[config.mk]
export PLATFORM = sky130hd
export DESIGN_NAME = encoder_speed_measurement
export DESIGN_NICKNAME = d
export VERILOG_FILES = /design/src/design/ens_pkg.sv /design/src/design/ens_mul.sv /design/src/design/ens_div.sv /design/src/design/encoder_speed_measurement.sv
export SDC_FILE = /design/constraint.sdc
export NUM_CORES = 2
export LEC_CHECK = 0
export BUFFER_PORTS_ARGS = -buffer_cell sky130_fd_sc_hd__buf_2
export CORE_MARGIN = 2
export CORE_UTILIZATION = 55
export DETAILED_ROUTE_END_ITERATION = 16
export GPL_TIMING_DRIVEN = 0
export PLACE_DENSITY_LB_ADDON = 0.05
export SLEW_MARGIN = 20
export SYNTH_ARGS = -nofsm -noshare
export SYNTH_HDL_FRONTEND = slang
export SYNTH_HIERARCHICAL = 1
export SYNTH_SLANG_ARGS = --single-unit
[constraint.sdc]
create_clock -name clk -period 6 [get_ports clk]
set_clock_uncertainty 0.1 [all_clocks]
set_input_delay 1.5 -clock clk [delete_from_list [all_inputs] [get_ports clk]]
set_output_delay 1.5 -clock clk [all_outputs]
set_load 0.05 [all_outputs]
[src/design/ens_pkg.sv]
// shared types and constants of the encoder speed measurement block
package ens_pkg;

  // configuration register indexes
  localparam int CFG_ADDR_W = 3;
  localparam int CFG_DATA_W = 32;
  localparam logic [CFG_ADDR_W-1:0] CFG_CPW_A       = 3'd0;
  localparam logic [CFG_ADDR_W-1:0] CFG_CPW_B       = 3'd1;
  localparam logic [CFG_ADDR_W-1:0] CFG_INVERT      = 3'd2;
  localparam logic [CFG_ADDR_W-1:0] CFG_BASE_CLK    = 3'd3;
  localparam logic [CFG_ADDR_W-1:0] CFG_SAMPLE_TICK = 3'd4;

  // register widths and reset values
  localparam int CPW_W  = 17;
  localparam int INV_W  = 2;
  localparam int BCLK_W = 32;
  localparam int SPT_W  = 31;
  localparam logic [CPW_W-1:0]  CPW_RST  = 17'd4096;
  localparam logic [INV_W-1:0]  INV_RST  = 2'd0;
  localparam logic [BCLK_W-1:0] BCLK_RST = 32'd72000000;
  localparam logic [SPT_W-1:0]  SPT_RST  = 31'd72000;

  // command codes
  localparam logic [1:0] CMD_WRAP_UP   = 2'd0;
  localparam logic [1:0] CMD_WRAP_DOWN = 2'd1;
  localparam logic [1:0] CMD_MEASURE   = 2'd2;
  localparam logic [1:0] CMD_RESTART   = 2'd3;

  // datapath widths
  localparam int WORD_W = 32;
  localparam int NUM_W  = 64;
  localparam int DEN_W  = 33;
  localparam int TIME_W = 16;
  localparam int FIELD_CNT_W = 16;

  // status of a serial arithmetic unit
  typedef struct packed {
    logic busy;
    logic done;
  } ens_sts_t;

endpackage

[src/design/ens_mul.sv]
// bit-serial shift-add multiplier, unsigned 32 x 32 to 64 bits
module ens_mul (
  input  logic                           clk,
  input  logic                           rst_n,
  input  logic                           start,
  input  logic [ens_pkg::WORD_W-1:0]     a,
  input  logic [ens_pkg::WORD_W-1:0]     b,
  output logic [ens_pkg::NUM_W-1:0]      prod,
  output ens_pkg::ens_sts_t              sts
);

  localparam int STEP_W = $clog2(ens_pkg::WORD_W);

  logic [ens_pkg::NUM_W-1:0]  acc_r;
  logic [ens_pkg::WORD_W-1:0] a_r;
  logic [STEP_W-1:0]          step_r;
  logic                       busy_r;
  logic                       done_r;
  logic [ens_pkg::WORD_W:0]   sum;

  // add multiplicand into the upper half when the current multiplier bit is set
  assign sum = {1'b0, acc_r[ens_pkg::NUM_W-1:ens_pkg::WORD_W]}
             + {1'b0, (acc_r[0] ? a_r : '0)};

  always_ff @(posedge clk) begin
    if (!rst_n) begin
      busy_r <= 1'b0;
      done_r <= 1'b0;
      step_r <= '0;
    end else begin
      done_r <= 1'b0;
      if (start) begin
        busy_r <= 1'b1;
        step_r <= '0;
      end else if (busy_r) begin
        step_r <= step_r + 1'b1;
        if (step_r == STEP_W'(ens_pkg::WORD_W - 1)) begin
          busy_r <= 1'b0;
          done_r <= 1'b1;
        end
      end
    end
  end

  always_ff @(posedge clk) begin
    if (start) begin
      acc_r <= {{ens_pkg::WORD_W{1'b0}}, b};
      a_r   <= a;
    end else if (busy_r) begin
      acc_r <= {sum, acc_r[ens_pkg::WORD_W-1:1]};
    end
  end

  assign prod     = acc_r;
  assign sts.busy = busy_r;
  assign sts.done = done_r;

endmodule

[src/design/ens_div.sv]
// bit-serial restoring divider, unsigned 64 / 33 bits, one quotient bit per cycle
module ens_div (
  input  logic                       clk,
  input  logic                       rst_n,
  input  logic                       start,
  input  logic [ens_pkg::NUM_W-1:0]  num,
  input  logic [ens_pkg::DEN_W-1:0]  den,
  output logic [ens_pkg::NUM_W-1:0]  quo,
  output ens_pkg::ens_sts_t          sts
);

  localparam int STEP_W = $clog2(ens_pkg::NUM_W);

  logic [ens_pkg::NUM_W-1:0] shf_r;
  logic [ens_pkg::DEN_W-1:0] rem_r;
  logic [ens_pkg::DEN_W-1:0] den_r;
  logic [STEP_W-1:0]         step_r;
  logic                      busy_r;
  logic                      done_r;
  logic [ens_pkg::DEN_W:0]   trial;
  logic [ens_pkg::DEN_W:0]   diff;
  logic                      qbit;

  // partial remainder with next numerator bit, then trial subtract
  assign trial = {rem_r, shf_r[ens_pkg::NUM_W-1]};
  assign diff  = trial - {1'b0, den_r};
  assign qbit  = (trial >= {1'b0, den_r});

  always_ff @(posedge clk) begin
    if (!rst_n) begin
      busy_r <= 1'b0;
      done_r <= 1'b0;
      step_r <= '0;
    end else begin
      done_r <= 1'b0;
      if (start) begin
        busy_r <= 1'b1;
        step_r <= '0;
      end else if (busy_r) begin
        step_r <= step_r + 1'b1;
        if (step_r == STEP_W'(ens_pkg::NUM_W - 1)) begin
          busy_r <= 1'b0;
          done_r <= 1'b1;
        end
      end
    end
  end

  // numerator shifts out at the top while quotient bits enter at the bottom
  always_ff @(posedge clk) begin
    if (start) begin
      shf_r <= num;
      rem_r <= '0;
      den_r <= den;
    end else if (busy_r) begin
      shf_r <= {shf_r[ens_pkg::NUM_W-2:0], qbit};
      rem_r <= qbit ? diff[ens_pkg::DEN_W-1:0] : trial[ens_pkg::DEN_W-1:0];
    end
  end

  assign quo      = shf_r;
  assign sts.busy = busy_r;
  assign sts.done = done_r;

endmodule

[src/design/encoder_speed_measurement.sv]
// top level of the quadrature encoder speed measurement block
//
//  port group | dir | contents
//  in_*       | in  | command words: tdata = encoder_count, base_time; tuser = command, channel
//  out_*      | out | results: tdata = speed, count_delta; tuser = divide_error
//  cfg_*      | in  | register writes, index 0..4, no read-back
//
// wrap and restart words go back to idle after the execute state; a first measurement
// goes on to the finish state; a full measurement runs the 32-step serial multiplier
// twice (wraps times counts per wrap, then delta times base clock), followed by
// a 64-step serial divider by elapsed ticks plus sample period; a zero divisor skips it
// reset (rst_n low, synchronous) clears wrap counts and history and arms the
// first-measurement path on every channel; configuration returns to defaults
// a finished result sits in the output register; the next word is taken
// while it waits, and only a second result stalls behind it
module encoder_speed_measurement #(
  parameter int CHANNELS   = 2,
  parameter int COUNT_BITS = 16
) (
  input  logic                              clk,
  input  logic                              rst_n,
  // input words
  input  logic                              in_tvalid,
  output logic                              in_tready,
  input  logic [31:0]                       in_tdata,   // [15:0] encoder_count, [31:16] base_time
  input  logic [2:0]                        in_tuser,   // [1:0] command, [2] channel
  // result words
  output logic                              out_tvalid,
  input  logic                              out_tready,
  output logic [63:0]                       out_tdata,  // [31:0] speed, [63:32] count_delta
  output logic                              out_tuser,  // [0] divide_error
  // configuration writes
  input  logic                              cfg_we,
  input  logic [ens_pkg::CFG_ADDR_W-1:0]    cfg_addr,
  input  logic [ens_pkg::CFG_DATA_W-1:0]    cfg_wdata
);

  // counter bits actually used from the 16-bit field
  localparam int CNT_W = (COUNT_BITS < ens_pkg::FIELD_CNT_W) ? COUNT_BITS
                                                            : ens_pkg::FIELD_CNT_W;
  localparam int WW    = ens_pkg::WORD_W;

  // sequencer states
  localparam logic [2:0] S_IDLE  = 3'd0;
  localparam logic [2:0] S_EXEC  = 3'd1;
  localparam logic [2:0] S_PROD  = 3'd2;
  localparam logic [2:0] S_DELTA = 3'd3;
  localparam logic [2:0] S_MULGO = 3'd4;
  localparam logic [2:0] S_MUL   = 3'd5;
  localparam logic [2:0] S_DIV   = 3'd6;
  localparam logic [2:0] S_FIN   = 3'd7;

  logic [2:0] state_r;
  logic [2:0] state_nxt;

  // configuration registers
  logic [ens_pkg::CPW_W-1:0]  cpw_a_r;
  logic [ens_pkg::CPW_W-1:0]  cpw_b_r;
  logic [ens_pkg::INV_W-1:0]  invert_r;
  logic [ens_pkg::BCLK_W-1:0] bclk_r;
  logic [ens_pkg::SPT_W-1:0]  spt_r;

  // latched input word
  logic [1:0]                  cmd_r;
  logic                        ch_r;
  logic [CNT_W-1:0]            cnt_r;
  logic [ens_pkg::TIME_W-1:0]  btime_r;

  // per-channel history
  logic                        first_r [CHANNELS];
  logic [WW-1:0]               wrap_r  [CHANNELS];
  logic [WW-1:0]               lwrap_r [CHANNELS];
  logic [CNT_W-1:0]            lcnt_r  [CHANNELS];
  logic [ens_pkg::TIME_W-1:0]  lbt_r   [CHANNELS];

  // history of the addressed channel
  logic                        sel_first;
  logic [WW-1:0]               sel_wrap;
  logic [WW-1:0]               sel_lwrap;
  logic [CNT_W-1:0]            sel_lcnt;
  logic [ens_pkg::TIME_W-1:0]  sel_lbt;

  // measurement datapath
  logic [WW-1:0]                 wd_r;
  logic [ens_pkg::CPW_W-1:0]     cpw_r;
  logic [WW-1:0]                 cdiff_r;
  logic [ens_pkg::DEN_W-1:0]     den_r;
  logic [WW-1:0]                 delta_r;
  logic [WW-1:0]                 speed_r;
  logic                          err_r;
  logic                          neg_r;
  logic [WW-1:0]                 delta_mag;
  logic [ens_pkg::DEN_W-1:0]     den_mag;
  logic                          inv_sel;

  // output register
  logic          out_tvalid_r;
  logic [WW-1:0] out_speed_r;
  logic [WW-1:0] out_delta_r;
  logic          out_err_r;
  logic          out_load;

  // serial units
  logic                        mul_start;
  logic                        div_start;
  logic [WW-1:0]               mul_a;
  logic [WW-1:0]               mul_b;
  logic [ens_pkg::NUM_W-1:0]   mul_prod;
  logic [ens_pkg::NUM_W-1:0]   div_quo;
  ens_pkg::ens_sts_t           mul_sts;
  ens_pkg::ens_sts_t           div_sts;

  logic in_acc;
  logic ch_ok;

  assign in_tready = (state_r == S_IDLE);
  assign in_acc    = in_tvalid && in_tready;
  assign ch_ok     = (int'(in_tuser[2]) < CHANNELS);

  // configuration
  always_ff @(posedge clk) begin
    if (!rst_n) begin
      cpw_a_r  <= ens_pkg::CPW_RST;
      cpw_b_r  <= ens_pkg::CPW_RST;
      invert_r <= ens_pkg::INV_RST;
      bclk_r   <= ens_pkg::BCLK_RST;
      spt_r    <= ens_pkg::SPT_RST;
    end else if (cfg_we) begin
      case (cfg_addr)
        ens_pkg::CFG_CPW_A:       cpw_a_r  <= cfg_wdata[ens_pkg::CPW_W-1:0];
        ens_pkg::CFG_CPW_B:       cpw_b_r  <= cfg_wdata[ens_pkg::CPW_W-1:0];
        ens_pkg::CFG_INVERT:      invert_r <= cfg_wdata[ens_pkg::INV_W-1:0];
        ens_pkg::CFG_BASE_CLK:    bclk_r   <= cfg_wdata[ens_pkg::BCLK_W-1:0];
        ens_pkg::CFG_SAMPLE_TICK: spt_r    <= cfg_wdata[ens_pkg::SPT_W-1:0];
        default: ;
      endcase
    end
  end

  // pick the addressed channel's history
  always_comb begin
    sel_first = 1'b0;
    sel_wrap  = '0;
    sel_lwrap = '0;
    sel_lcnt  = '0;
    sel_lbt   = '0;
    for (int c = 0; c < CHANNELS; c++) begin
      if (c == int'(ch_r)) begin
        sel_first = first_r[c];
        sel_wrap  = wrap_r[c];
        sel_lwrap = lwrap_r[c];
        sel_lcnt  = lcnt_r[c];
        sel_lbt   = lbt_r[c];
      end
    end
  end

  // sequencer
  always_comb begin
    state_nxt = state_r;
    case (state_r)
      S_IDLE: begin
        if (in_acc && ch_ok) state_nxt = S_EXEC;
      end
      S_EXEC: begin
        if (cmd_r != ens_pkg::CMD_MEASURE) state_nxt = S_IDLE;
        else if (sel_first)                state_nxt = S_FIN;
        else                               state_nxt = S_PROD;
      end
      S_PROD:  state_nxt = S_DELTA;
      S_DELTA: begin
        if (mul_sts.done) state_nxt = S_MULGO;
      end
      S_MULGO: state_nxt = S_MUL;
      S_MUL: begin
        if (mul_sts.done) state_nxt = (den_r == '0) ? S_FIN : S_DIV;
      end
      S_DIV: begin
        if (div_sts.done) state_nxt = S_FIN;
      end
      S_FIN: begin
        if (out_load) state_nxt = S_IDLE;
      end
      default: state_nxt = S_IDLE;
    endcase
  end

  always_ff @(posedge clk) begin
    if (!rst_n) state_r <= S_IDLE;
    else        state_r <= state_nxt;
  end

  // latch the accepted word
  always_ff @(posedge clk) begin
    if (in_acc) begin
      cmd_r   <= in_tuser[1:0];
      ch_r    <= in_tuser[2];
      cnt_r   <= in_tdata[CNT_W-1:0];
      btime_r <= in_tdata[31:16];
    end
  end

  // channel history updates, all done in the execute cycle
  always_ff @(posedge clk) begin
    if (!rst_n) begin
      for (int c = 0; c < CHANNELS; c++) begin
        first_r[c] <= 1'b1;
        wrap_r[c]  <= '0;
        lwrap_r[c] <= '0;
        lcnt_r[c]  <= '0;
        lbt_r[c]   <= '0;
      end
    end else if (state_r == S_EXEC) begin
      for (int c = 0; c < CHANNELS; c++) begin
        if (c == int'(ch_r)) begin
          case (cmd_r)
            ens_pkg::CMD_WRAP_UP:   wrap_r[c] <= wrap_r[c] + 1'b1;
            ens_pkg::CMD_WRAP_DOWN: wrap_r[c] <= wrap_r[c] - 1'b1;
            ens_pkg::CMD_RESTART: begin
              wrap_r[c]  <= '0;
              first_r[c] <= 1'b1;
            end
            ens_pkg::CMD_MEASURE: begin
              lbt_r[c]  <= btime_r;
              lcnt_r[c] <= cnt_r;
              if (first_r[c]) begin
                // first measurement restarts the wrap bookkeeping
                first_r[c] <= 1'b0;
                wrap_r[c]  <= '0;
                lwrap_r[c] <= '0;
              end else begin
                lwrap_r[c] <= wrap_r[c];
              end
            end
            default: ;
          endcase
        end
      end
    end
  end

  // measurement datapath
  assign delta_mag = delta_r[WW-1] ? (WW'(0) - delta_r) : delta_r;
  assign den_mag   = den_r[ens_pkg::DEN_W-1] ? (ens_pkg::DEN_W'(0) - den_r) : den_r;
  // first multiplier pass: wrap difference times counts per wrap
  // second pass: delta magnitude times base clock
  assign mul_a     = (state_r == S_PROD) ? wd_r : delta_mag;
  assign mul_b     = (state_r == S_PROD) ? {{(WW-ens_pkg::CPW_W){1'b0}}, cpw_r} : bclk_r;
  assign mul_start = (state_r == S_PROD) || (state_r == S_MULGO);
  assign div_start = (state_r == S_MUL) && mul_sts.done && (den_r != '0);

  always_ff @(posedge clk) begin
    case (state_r)
      S_EXEC: begin
        wd_r    <= sel_wrap - sel_lwrap;
        cpw_r   <= ch_r ? cpw_b_r : cpw_a_r;
        cdiff_r <= {{(WW-CNT_W){1'b0}}, cnt_r} - {{(WW-CNT_W){1'b0}}, sel_lcnt};
        // elapsed ticks plus sample period, signed
        den_r   <= {{(ens_pkg::DEN_W-ens_pkg::TIME_W){1'b0}}, btime_r}
                 - {{(ens_pkg::DEN_W-ens_pkg::TIME_W){1'b0}}, sel_lbt}
                 + {{(ens_pkg::DEN_W-ens_pkg::SPT_W){1'b0}}, spt_r};
        // first measurement reports the raw count
        delta_r <= {{(WW-CNT_W){1'b0}}, cnt_r};
        speed_r <= '0;
        err_r   <= 1'b0;
      end
      S_DELTA: begin
        // product wraps to 32 bits
        if (mul_sts.done) delta_r <= mul_prod[WW-1:0] + cdiff_r;
      end
      S_MULGO: neg_r   <= delta_r[WW-1] ^ den_r[ens_pkg::DEN_W-1];
      S_MUL: begin
        if (mul_sts.done && (den_r == '0)) begin
          err_r   <= 1'b1;
          speed_r <= '0;
        end
      end
      S_DIV: begin
        if (div_sts.done) begin
          speed_r <= neg_r ? (WW'(0) - div_quo[WW-1:0]) : div_quo[WW-1:0];
        end
      end
      default: ;
    endcase
  end

  ens_mul u_mul (
    .clk   (clk),
    .rst_n (rst_n),
    .start (mul_start),
    .a     (mul_a),
    .b     (mul_b),
    .prod  (mul_prod),
    .sts   (mul_sts)
  );

  ens_div u_div (
    .clk   (clk),
    .rst_n (rst_n),
    .start (div_start),
    .num   (mul_prod),
    .den   (den_mag),
    .quo   (div_quo),
    .sts   (div_sts)
  );

  // output register, applies the channel's invert bit
  assign inv_sel  = invert_r[ch_r];
  assign out_load = (state_r == S_FIN) && (!out_tvalid_r || out_tready);

  always_ff @(posedge clk) begin
    if (!rst_n) begin
      out_tvalid_r <= 1'b0;
    end else if (out_load) begin
      out_tvalid_r <= 1'b1;
    end else if (out_tready) begin
      out_tvalid_r <= 1'b0;
    end
  end

  always_ff @(posedge clk) begin
    if (out_load) begin
      out_speed_r <= inv_sel ? (WW'(0) - speed_r) : speed_r;
      out_delta_r <= inv_sel ? (WW'(0) - delta_r) : delta_r;
      out_err_r   <= err_r;
    end
  end

  assign out_tvalid = out_tvalid_r;
  assign out_tdata  = {out_delta_r, out_speed_r};
  assign out_tuser  = out_err_r;

  // a divide error always carries a zero speed
  a_err_zero_speed: assert property (@(posedge clk) disable iff (!rst_n)
    out_tvalid && out_tuser |-> out_tdata[31:0] == '0)
    else $error("divide error with nonzero speed");

  // multiplier and divider never run at the same time
  a_units_exclusive: assert property (@(posedge clk) disable iff (!rst_n)
    !(mul_sts.busy && div_sts.busy))
    else $error("multiplier and divider both busy");

  // the divider never starts on a zero divisor
  a_div_nonzero: assert property (@(posedge clk) disable iff (!rst_n)
    div_start |-> den_mag != '0)
    else $error("divider started with zero divisor");

  // an accepted word for a present channel holds off the next one
  a_accept_hold: assert property (@(posedge clk) disable iff (!rst_n)
    in_tvalid && in_tready && ch_ok |=> !in_tready)
    else $error("second word taken while first still in work");

endmodule

==> run summary <==
The flow ran to the end, and the final reports show no timing, DRC or antenna violations. The sum of net half-perimeters after detailed placement is 92.7 mm. The clock buffer count from CTS came out at 88. The initial antenna violation count is 7.

The critical path contains buffers and inverters numbering 3 combined. For the worst-skew pair, the clock arrives at the later sink with an insertion delay of 0.67 ns. For this design, the slowest cell found on the critical path is sky130_fd_sc_hd__edfxtp_1.

The signal on the critical path passes through buf_6, clkbuf_4, buf_8, mux2i_2, ha_1, a21oi_1, a21oi_2, o31a_1, o211ai_1, a21boi_1, o21a_1, nor2_1, o21bai_1, xor2_1, ha_1, nand2_1, nor3_2, o2111ai_2, a21boi_2, a21oi_1, o31a_1, nor4bb_1, nor3_1, xnor2_1. Measured against its own limit, the worst slew margin works out to 0.140. The antenna cell count came out at 0.

The max-cap check violation count is 0. The number of nets produced by synthesis is 4,799. The floorplan core area is 0.0836 mm². The arrival time at the worst endpoint is 6.04 ns. The count of nets left with antenna violations once routing finished came out at 0. The required time at the worst-slack endpoint came out at 6.31 ns. The reported leakage power came out at 19.9 nW.

The post-placement setup slack is -1.85 ns. The die area came out at 0.0865 mm². The final instance count without filler cells came out at 5,891. The row count is 106. Setup violations remaining at the end of the flow were counted as 0.

The routed wirelength normalized by instance count is 20.7 µm. The cell family contributing the most delay on the critical path is compound AO/OA/AOI/OAI gates. The starting density of the core came out at 0.554. The maximum number of pins on one net before global-route repair came out at 41. The relative area change from synthesis to final layout came out at 12.1%. The hold violation total from the final report is 0. For this design the top-level I/O count stands at 142.

The H-tree was split into 3 levels. The synthesized area divided by synthesized cell count came out at 10.3 µm². The die span in x is 294 µm. The final-stage net count is 5,058. The via count of the first global-routing pass came to 32,900. The wire length of the first global-routing pass came out at 189 mm.

The die span in y came out at 294 µm. The placed standard-cell area came out at 0.0488 mm². The routed design could run at a clock period as short as 5.73 ns.

The post-route worst setup slack came out at 0.271 ns. Clock tree synthesis found a total of 803 sinks. Dividing the detail-routed via count by the number of cells gives 5.87. The layout has 6,900 filler cells. The type of the worst setup path is flip-flop to flip-flop. The clock-pin slew on the worst setup and hold paths is 0.06 ns. The number of DRC markers in iteration 0 came out at 2,605. The number of slew-limit violations in the final report is 0. The aggregate routed wire length came out at 122 mm. The all-layer global routing usage is 0.281. The number of placed instances, taps included, is 5,716. The clock tree from TritonCTS is done. The finished cells cover 0.0519 mm².

The setup total negative slack came out at 0 ns. The synthesis warning total came out at 6. At the end of the flow the core is filled with cells to 0.621. The highest fanout seen on the critical path is 10. The total congestion overflow after global routing is 0.

The buffer cell driving the clock tree root is sky130_fd_sc_hd__clkbuf_16. Summing every instance area after synthesis gives 0.0463 mm². In this run the deepest clock path goes through 3 buffers. The first-pass iteration count of the detailed router came out at 5. The peak clock frequency supported by timing came out at 175 MHz.

The final weighted congestion of routability-driven global placement came out at 0.949. The ratio of total power to cell area is 370 mW/mm². Input and output buffers added on the ports amount to 141. The total vias in the final route is 34,600. STA classifies the critical path endpoint as a flip-flop. The number of hold-repair buffers added at the cts stage is 0. Synthesis produced 4,479 cells.

The worst hold path belongs to the class flip-flop to flip-flop. The total DRC errors in the routed layout came out at 0. The worst-case vdd ir drop is 0.256 mV.

The delay contributed by the slowest stage of the critical path came out at 0.48 ns. The transition at the pin with the smallest max-transition slack came out at 1.28 ns. The share of final-layout standard cells stronger than drive strength 1 is 0.119. The share of the cycle needed by the critical path after routing is 0.955. The nature of the critical path startpoint is a flip-flop.
-- repair_timing --
action / 4_1_cts / 5_1_grt
gates cloned: 0 / 0
pin swaps: 4 / 5
endpoints found under the setup margin: 22 / 12
resized for setup: 27 / 17
setup buffers: 7 / 5
-- final timing paths --
check	start	endpoint	slack (ns)	depth (start not counted)
setup / recovery	ch_r	den_r[31]	0.27	24
hold / removal	bclk_r[5]	bclk_r[5]	0.36	2
setup reg to reg	ch_r	den_r[31]	0.27	24
hold reg to reg	bclk_r[5]	bclk_r[5]	0.36	2
-- power breakdown --
| group | total (mW) | internal (mW) | switching [mW] |
|---|---|---|---|
| Clock | 5.47 | 3.07 | 2.40 |
| Sequential | 7.79 | 7.09 | 0.702 |
| Combinational | 5.95 | 2.37 | 3.58 |
-- sequential cells by signal, summed over array words and instances (netlist names), 16 cells and up --
signal       flops
out_speed_r     32
u_mul/a_r       32
u_div/rem_r     33
bclk_r          32
u_div/den_r     33
den_r           33
out_delta_r     32
cpw_a_r         17
lbt_r           32
cdiff_r         17
cpw_r           17
cpw_b_r         17
lcnt_r          32
btime_r         16
cnt_r           16
delta_r         32
u_mul/prod      64
lwrap_r         64
u_div/quo       64
wd_r            32
speed_r         32
spt_r           31
wrap_r          64
-- metrics by stage --
step           total power, mW  hold WS (ns)
6_report                  19.2         0.360
2_1_floorplan             11.9         0.300
3_5_place_dp              13.7         0.352
5_1_grt                   20.2         0.380
4_1_cts                   19.2         0.363
3_3_place_gp              13.6         0.346
-- layer usage --
metal  vias up  part of all wire  routed length [µm]  GRT usage
met1     16500              0.47               57400      0.415
met2       974              0.44               54200      0.437
met4         0             0.023                2820     0.0702
met3       166             0.061                7460     0.0365
met5         -                 0                   0          0
li1      17000                 -                   -          -
-- final cells by class --
cell class                 count  area, µm²  area share
buffer                       212        907      0.0175
clock buffer                 107       2310      0.0446
clock inverter                56        621      0.0120
inverter                     125        473     0.00911
multi-input combinational   3339      22800       0.440
sequential                   803      22300       0.429
tap                         1080       1350      0.0260
timing repair buffer         169       1130      0.0217
-- cells in the final DEF, fill, tap and decap left out, types with 47 or more instances in the layout --
master / count
sky130_fd_sc_hd__xnor2_1: 187
sky130_fd_sc_hd__o21ai_0: 238
sky130_fd_sc_hd__a21oi_1: 241
sky130_fd_sc_hd__clkbuf_16: 88
sky130_fd_sc_hd__buf_2: 154
sky130_fd_sc_hd__nor3_1: 80
sky130_fd_sc_hd__nand2_1: 519
sky130_fd_sc_hd__clkbuf_1: 188
sky130_fd_sc_hd__a21o_1: 104
sky130_fd_sc_hd__and2_1: 117
sky130_fd_sc_hd__nor2b_1: 47
sky130_fd_sc_hd__xor2_1: 141
sky130_fd_sc_hd__and3_1: 71
sky130_fd_sc_hd__dfxtp_1: 184
sky130_fd_sc_hd__mux2_2: 166
sky130_fd_sc_hd__mux2i_1: 77
sky130_fd_sc_hd__edfxtp_1: 619
sky130_fd_sc_hd__nand3_1: 69
sky130_fd_sc_hd__ha_1: 237
sky130_fd_sc_hd__a21boi_0: 96
sky130_fd_sc_hd__nor2_1: 307
sky130_fd_sc_hd__inv_1: 122
-- tightest hold or removal path, delay by kind of cell, from the launching register on --
| family | cells | cell delay, ns |
|---|---|---|
| DFF | 1 | 0.31 |
| AOI/OAI and AO/OA | 1 | 0.06 |
| and+or+nand+nor | 1 | 0.05 |
Note: power is estimated with default switching activity, not from simulation.
